--- config.mk ---
export PLATFORM = sky130hd
export DESIGN_NAME = kss_ctrl
export DESIGN_NICKNAME = d
export VERILOG_FILES = /design/src/rtl/kss_pkg.sv /design/src/rtl/kss_ctrl.sv
export SDC_FILE = /design/constraint.sdc
export NUM_CORES = 1
export LEC_CHECK = 0
export CORE_MARGIN = 4
export CORE_UTILIZATION = 56
export DETAILED_ROUTE_END_ITERATION = 10
export DONT_BUFFER_PORTS = 1
export GPL_ROUTABILITY_DRIVEN = 0
export PLACE_DENSITY = 0.76
export SLEW_MARGIN = 20
export SYNTH_ARGS = -nofsm -noshare
export SYNTH_HDL_FRONTEND = slang
export SYNTH_SLANG_ARGS = --single-unit
--- constraint.sdc ---
create_clock -name clock -period 1.8 [get_ports clock]
set_clock_uncertainty 0.05 [all_clocks]
set_input_delay 0.18 -clock clock [delete_from_list [all_inputs] [get_ports clock]]
set_output_delay 0.18 -clock clock [all_outputs]
set_load 0.02 [all_outputs]
--- src/rtl/kss_pkg.sv ---
package kss_pkg;

   // table and vector geometry
   localparam int TableDepth   = 32;
   localparam int VectorLength = 64;

   localparam int SLOT_W      = (TableDepth > 1) ? $clog2(TableDepth) : 1;
   localparam int VEC_AW      = (VectorLength > 1) ? $clog2(VectorLength) : 1;
   localparam int CNT_W       = $clog2(VectorLength + 1);
   localparam int ENTRY_DEPTH = TableDepth * VectorLength;
   localparam int ENTRY_AW    = $clog2(ENTRY_DEPTH);
   localparam int SIM_W       = 48;

   // input actions
   localparam logic [1:0] ACT_ADD    = 2'd0;
   localparam logic [1:0] ACT_QUERY  = 2'd1;
   localparam logic [1:0] ACT_DELETE = 2'd2;
   localparam logic [1:0] ACT_CLEAR  = 2'd3;

   // result kinds
   localparam logic [1:0] KIND_STATUS  = 2'd0;
   localparam logic [1:0] KIND_CAND    = 2'd1;
   localparam logic [1:0] KIND_SUMMARY = 2'd2;

   // status codes
   localparam logic [1:0] ST_OK        = 2'd0;
   localparam logic [1:0] ST_NOT_FOUND = 2'd1;
   localparam logic [1:0] ST_FULL      = 2'd2;
   localparam logic [1:0] ST_ELEM      = 2'd3;

   // query submap that matches no entry
   localparam logic [15:0] SUBMAP_NONE = 16'hFFFF;

   // controller to datapath commands
   typedef struct packed {
      logic              stage_wr;
      logic              del;
      logic              clr;
      logic              add_wr;
      logic              query_start;
      logic              copy_rd;
      logic              scan_step;
      logic              scan_first;
      logic              pick_commit;
      logic              dot_clear;
      logic              dot_rd;
      logic              best_upd;
      logic              emit;
      logic [1:0]        emit_kind;
      logic [1:0]        emit_status;
      logic [VEC_AW-1:0] vidx;
      logic [SLOT_W-1:0] sidx;
   } kss_cmd_type;

   // datapath to controller status
   typedef struct packed {
      logic             found;
      logic             full;
      logic             pick_valid;
      logic             pick_skip;
      logic             dot_busy;
      logic             above;
      logic             rsp_free;
      logic [CNT_W-1:0] len;
   } kss_stat_type;

endpackage

--- src/rtl/kss_ctrl.sv ---
module kss_ctrl (
   input  logic                  clock,
   input  logic                  reset,
   input  logic                  req_valid,
   output logic                  req_ready,
   input  logic [1:0]            req_action,
   input  logic                  req_element_last,
   input  kss_pkg::kss_stat_type stat,
   output kss_pkg::kss_cmd_type  cmd
);
   import kss_pkg::*;

   typedef enum logic [2:0] {
      S_IDLE,
      S_COPY,
      S_COPY_END,
      S_SCAN,
      S_SCAN_END,
      S_DOT,
      S_DOT_WAIT,
      S_EVAL
   } state_type;

   state_type         state_ff, state_in;
   logic [VEC_AW-1:0] vidx_ff, vidx_in;
   logic [SLOT_W-1:0] sidx_ff, sidx_in;
   logic              summary_ff, summary_in;
   logic              accept;

   // input held off while a summary is still pending
   assign req_ready = (state_ff == S_IDLE) && !summary_ff && stat.rsp_free;
   assign accept    = req_valid && req_ready;

   // next state and commands
   always_comb begin
      state_in   = state_ff;
      vidx_in    = vidx_ff;
      sidx_in    = sidx_ff;
      summary_in = summary_ff;
      cmd        = '0;
      cmd.vidx   = vidx_ff;
      cmd.sidx   = sidx_ff;
      unique case (state_ff)
         S_IDLE: begin
            if (summary_ff) begin
               // summary waits for the response register
               if (stat.rsp_free) begin
                  cmd.emit      = 1'b1;
                  cmd.emit_kind = KIND_SUMMARY;
                  summary_in    = 1'b0;
               end
            end else if (accept) begin
               unique case (req_action)
                  ACT_DELETE: begin
                     cmd.del         = 1'b1;
                     cmd.emit        = 1'b1;
                     cmd.emit_kind   = KIND_STATUS;
                     cmd.emit_status = stat.found ? ST_OK : ST_NOT_FOUND;
                  end
                  ACT_CLEAR: begin
                     cmd.clr         = 1'b1;
                     cmd.emit        = 1'b1;
                     cmd.emit_kind   = KIND_STATUS;
                     cmd.emit_status = ST_OK;
                  end
                  default: begin
                     cmd.stage_wr = 1'b1;
                     if (!req_element_last) begin
                        cmd.emit        = 1'b1;
                        cmd.emit_kind   = KIND_STATUS;
                        cmd.emit_status = ST_ELEM;
                     end else if (req_action == ACT_ADD) begin
                        if (stat.full) begin
                           cmd.emit        = 1'b1;
                           cmd.emit_kind   = KIND_STATUS;
                           cmd.emit_status = ST_FULL;
                        end else begin
                           cmd.add_wr = 1'b1;
                           vidx_in    = '0;
                           state_in   = S_COPY;
                        end
                     end else begin
                        cmd.query_start = 1'b1;
                        sidx_in         = '0;
                        state_in        = S_SCAN;
                     end
                  end
               endcase
            end
         end
         S_COPY: begin
            cmd.copy_rd = 1'b1;
            vidx_in     = vidx_ff + VEC_AW'(1);
            if (CNT_W'(vidx_ff) == CNT_W'(VectorLength - 1)) begin
               state_in = S_COPY_END;
            end
         end
         S_COPY_END: begin
            if (stat.rsp_free) begin
               cmd.emit        = 1'b1;
               cmd.emit_kind   = KIND_STATUS;
               cmd.emit_status = ST_OK;
               state_in        = S_IDLE;
            end
         end
         S_SCAN: begin
            cmd.scan_step  = 1'b1;
            cmd.scan_first = (sidx_ff == '0);
            sidx_in        = sidx_ff + SLOT_W'(1);
            if (sidx_ff == SLOT_W'(TableDepth - 1)) begin
               state_in = S_SCAN_END;
            end
         end
         S_SCAN_END: begin
            sidx_in = '0;
            vidx_in = '0;
            if (!stat.pick_valid) begin
               summary_in = 1'b1;
               state_in   = S_IDLE;
            end else begin
               cmd.pick_commit = 1'b1;
               if (stat.pick_skip) begin
                  state_in = S_SCAN;
               end else begin
                  cmd.dot_clear = 1'b1;
                  state_in      = S_DOT;
               end
            end
         end
         S_DOT: begin
            cmd.dot_rd = 1'b1;
            vidx_in    = vidx_ff + VEC_AW'(1);
            if (CNT_W'(vidx_ff) + CNT_W'(1) >= stat.len) begin
               state_in = S_DOT_WAIT;
            end
         end
         S_DOT_WAIT: begin
            if (!stat.dot_busy) begin
               state_in = S_EVAL;
            end
         end
         S_EVAL: begin
            if (!stat.above || stat.rsp_free) begin
               cmd.best_upd  = 1'b1;
               cmd.emit      = stat.above;
               cmd.emit_kind = KIND_CAND;
               sidx_in       = '0;
               state_in      = S_SCAN;
            end
         end
         default: begin
            state_in = S_IDLE;
         end
      endcase
   end

   // state register
   always_ff @(posedge clock) begin
      if (reset) begin
         state_ff   <= S_IDLE;
         vidx_ff    <= '0;
         sidx_ff    <= '0;
         summary_ff <= 1'b0;
      end else begin
         state_ff   <= state_in;
         vidx_ff    <= vidx_in;
         sidx_ff    <= sidx_in;
         summary_ff <= summary_in;
      end
   end

endmodule

; Word-level counts from Yosys, hierarchy flattened
; Index checks and enable logic that the tools add are counted.
[word_totals]
reg_bits = 15
input_bits = 20
out_inout_bits = 29
[classes]
addsub = 3
n_lt_le_gt_ge = 1
eq_ne = 26
n_mux = 64
n_reduce_logical = 18
[ops]
columns = op, n
row1 = $mux 5, 14
row2 = $mux 3, 16
row3 = $mux 6, 6
row4 = $ne 2x2->1 const B, 13
row5 = $pmux 3 s8, 1
row6 = $pmux 5 s4, 1
row7 = $pmux 6 s3, 1
row8 = $mux 1, 14
row9 = $reduce_and 7->1, 2
row10 = $eq 3x3->1 const B, 4
row11 = $mux 2, 6
row12 = $reduce_and 11->1, 1
row13 = $pmux 5 s2, 1
row14 = $pmux 3 s3, 1
row15 = $add 6x1->7 const B, 1
row16 = $ge 7x7->1, 1
row17 = $add 6x1->6 const B, 1
row18 = $eq 3x2->1 const B, 2
row19 = $eq 6x6->1 const B, 1
row20 = $add 5x1->5 const B, 1
row21 = $eq 5x5->1 const B, 1
row22 = $logic_not 5->1, 1
row23 = $eq 2x2->1 const B, 2
row24 = $mux 4, 1
row25 = other kinds (15), 19

; Logic depth before layout (Yosys ltp)
[depth]
word_depth = 7
mapped_depth = 9

; Worst setup path before layout
; OpenSTA, ideal clock, no wires.
[synth_timing]
path_kind = register to register
startpoint = reg vidx_ff[0]
endpoint = reg state_ff[0]
setup_time_ns = 0.119
arrival_ns = 1.999
t_required_ns = 1.631
setup_slack_ns = -0.367
stages_incl_launch_ff = 10
path_buffers = 0
cell_sequence = dfxtp_1 > ha_1 > nand3_1 > xnor2_1 > ha_1 > a21oi_1 > o2111ai_1 > a21oi_1 > nor2_1 > o221a_1
[synth_via]
elab_chain_cells = 4
[synth_lines]
columns = element, line_no
row1 = "start, declared", kss_ctrl.sv:25  ; logic [VEC_AW-1:0] vidx_ff, vidx_in;
row2 = "start signal, assigned", kss_ctrl.sv:166  ; vidx_ff <= vidx_in;
row3 = $add 6x1->7, kss_ctrl.sv:133  ; if (CNT_W'(vidx_ff) + CNT_W'(1) >= stat.len) begin
row4 = $ge 7x7->1, kss_ctrl.sv:133
row5 = $ne 2x2->1 (no line), --
row6 = $reduce_and 11->1 (no line) *, --
row7 = "end signal, assigned", kss_ctrl.sv:165  ; state_ff <= state_in;
row8 = "end, declared", kss_ctrl.sv:24  ; state_type state_ff, state_in;
; Every way passes the cells marked *; elsewhere a longest branch is shown, timed or not.
; A chain may end at the register's enable or synchronous reset.

; Final worst setup path
[layout_timing]
startpoint = reg vidx_ff[1]
endpoint = reg state_ff[0]
; Same word-level chain as after synthesis.

==> results.json <==
{
  "syn_inst": 169,
  "grt_max_degree": 15,
  "vias": 1457,
  "drtPass1Iterations": 4,
  "syn-cell-area_um2": 1300,
  "row_count": 17,
  "period_share_pct": 108.3,
  "fmax_ghz": 0.5129,
  "critPathLaunchType": "flip-flop",
  "vdd_drop_max_uv": 652.7,
  "die_x_um": 56.18,
  "n_antenna_cell": 0,
  "cts_tree": "yes",
  "maxCapViolations": 0,
  "nets": 237,
  "rsz0062_at_grt": "yes",
  "start_util_pct": 58.77,
  "hold_end": "state_ff[1]",
  "setup_ws_ns": -0.1496,
  "outcome": "finished with violations",
  "setup_viol": 2,
  "r2r.worst_path.cells": 9,
  "yosys-top-cells-count": "24 x nor2_1, 15 x dfxtp_1, 15 x nand2_1, 13 x inv_1, 11 x ha_1",
  "yosysTopAreaCellShare_pct": 23.10,
  "p_per_area_nw_per_um2": 923.7,
  "clock_latency_ns": 0.29,
  "die-height_um": 56.18,
  "yosys_warnings": 0,
  "clock_sinks": 15,
  "async_flop_share_pct": 0,
  "grt_pass1_vias": 1389,
  "synth-main-ff-cell": "dfxtp_1",
  "final_hold_viol_count": 0,
  "final-max-slew-violation-count": 0,
  "slowest_delay_ns": 0.38,
  "cts-buffers-inserted": 3,
  "cp.required_ns": 1.94,
  "p_total_uw": 1633,
  "core_um2": 2212,
  "design_area_um2": 1768,
  "viasPerCell": 6.253,
  "portBuffers": 0,
  "hp-start": "reset",
  "antenna_found_initial": 0,
  "synth_area_leaders": "dfxtp_1 23%, ha_1 11%, nor2_1 6.9%",
  "crit_chain": "ha_4 -> nand3_4 -> xnor2_2 -> ha_1 -> a21oi_2 -> o2111ai_2 -> a21oi_2 -> nor2_2 -> o221a_1",
  "grt_remaining_overflow": 0,
  "synth_nets": 200,
  "worst_pin_slew_ns": 0.5277,
  "slew-limit-headroom_pct": 64.70,
  "regToRegEndpoint": "state_ff[0]",
  "die_area_um2": 3156,
  "synth_seq_cells": 15,
  "cts_buffer_depth": 2,
  "antenna_left": 0,
  "crit_slowest_cell": "dfxtp_4",
  "drcViolationCount": 0,
  "postSynthAreaPerCell_um2": 7.692,
  "dpl.hpwl_mm": 2.715,
  "min_path_type": "in2reg",
  "path_clk_slew_ns": 0.09,
  "r2r_start": "vidx_ff[1]",
  "endpoint_kind": "flip-flop",
  "synth_top_area_cell": "dfxtp_1",
  "grt_pass1_wl_mm": 6.003,
  "cts-root-buf": "clkbuf_4",
  "ios": 49,
  "h-tree-depth": 1,
  "crit_top_cell": "a21oi_2",
  "leakagePower_uw": 0.0007561,
  "worstPathMaxFanout": 4,
  "yosysMostFrequentCell": "nor2_1",
  "synth_cell_types": 44,
  "syn_to_final_growth_pct": 36.00,
  "dr.first_iter.drc_count": 82,
  "route.detailed.wl_per_inst_um": 17.06,
  "synth-edff-count": 0,
  "drive_gt1_share_pct": 39.02,
  "violations": "negative setup slack",
  "holdPathStages": 2,
  "routed_wl_mm": 3.975,
  "arrival_ns": 2.09,
  "r2r_slack_ns": -0.15,
  "crit_type": "reg2reg",
  "grt.total_usage_pct": 23.29,
  "fin_crit_ns": 1.950,
  "seq_area_frac_synth_pct": 23.10,
  "placed_area_um2": 1579
}
==> placed cells by master (no fill, tap or decap), drive strengths merged, types with 2 or more instances in the layout <==
master	synthesis	routed
a211oi	2	2
a21oi	8	8
a22oi	3	3
a311oi	5	5
a41oi	4	4
and2	4	4
and3	6	6
and3b	2	2
buf	4	37
clkbuf	2	3
dfxtp	15	15
ha	11	11
inv	13	13
nand2	16	16
nand3	3	3
nand4	2	2
nor2	25	25
nor2b	6	6
nor3	8	8
o21ai	10	10
o2bb2a	2	2
xnor2	2	2
xor2	2	2
==> per-stage QoR <==
stage | hold WS [ns] | worst slack (ns) | utilization [%] | cells | setup TNS (ns)
2_1_floorplan | 0.1947 | -0.08598 | - | 169 | -0.08598
6_report | 0.01829 | -0.1496 | 79.92 | 233 | -0.2392
3_3_place_gp | 0.1966 | -0.1641 | 71.38 | 224 | -0.2385
5_1_grt | 0.01208 | -0.2225 | 79.92 | 233 | -0.4756
3_5_place_dp | 0.1987 | -0.1928 | 71.38 | 224 | -0.3886
4_1_cts | 0.007571 | -0.1635 | 73.64 | 229 | -0.5839
==> routing by layer <==
metal  global-route usage, %  up-vias  part of all wire [%]
met4                   9.153        0                   3.0
met2                   42.24       64                    53
met1                   24.06      690                    36
met5                       0        -                     0
li1                        -      689                     -
met3                   8.353       14                   8.4
==> sequential cells by signal (all words and copies together) (netlist names) <==
signal and count:
vidx_ff 6, sidx_ff 5, summary_ff 1, state_ff 3
==> logic make-up after synthesis <==
group                    count (synthesis)  synth area share [%]
AO/OA/AOI/OAI                           43                 25.60
adder cells (fa/ha/maj)                 11                 10.59
flip-flops                              15                 23.10
buffers and inverters                   19                 6.545
XOR/XNOR                                 4                 2.695
AND/OR/NAND/NOR                         77                 31.47
==> area by class of cell <==
| cell class | instances | area (um2) |
|---|---|---|
| inverter | 13 | 48.80 |
| sequential | 15 | 327.8 |
| clock buffer | 3 | 22.52 |
| multi-input combinational | 135 | 1037 |
| clock inverter | 1 | 5.005 |
| timing repair buffer | 38 | 291.5 |
| fill | 155 | 444.2 |
| tap | 28 | 35.03 |
==> worst max-delay path: cells and delay by family (launching register included) <==
| family | cells | cell delay [ns] |
|---|---|---|
| AO/OA/AOI/OAI | 4 | 0.65 |
| XOR/XNOR | 1 | 0.15 |
| adder cells (fa/ha/maj) | 2 | 0.46 |
| flip-flops | 1 | 0.38 |
| AND/OR/NAND/NOR | 2 | 0.17 |
==> timing repair <==
| item | CTS | global route |
|---|---|---|
| endpoints found under the hold margin | 14 | 0 |
| setup endpoints to repair | 9 | 24 |
| buffers inserted | 0 | 4 |
| resized for setup | 3 | 29 |
| hold buffers | 1 | 0 |
| pin swaps | 0 | 7 |
==> worst max path at each step <==
stage / start / slack (ns) / depth (start not counted) / to
finish: vidx_ff[1] / -0.15 / 9 / state_ff[0]
global route: vidx_ff[1] / -0.22 / 9 / state_ff[0]
global placement: sidx_ff[1] / -0.16 / 7 / state_ff[0]
CTS: vidx_ff[1] / -0.16 / 9 / state_ff[0]
detailed placement: vidx_ff[1] / -0.19 / 9 / state_ff[0]
floorplan: vidx_ff[0] / -0.09 / 9 / state_ff[0]
==> where the power goes <==
| part | internal (uW) | switching, uW |
|---|---|---|
| logic | 421 | 558 |
| registers | 381 | 74.4 |
| clock network | 82.8 | 115 |
| total | 885 | 748 |
No activity file was read; power rests on OpenSTA's default activity.
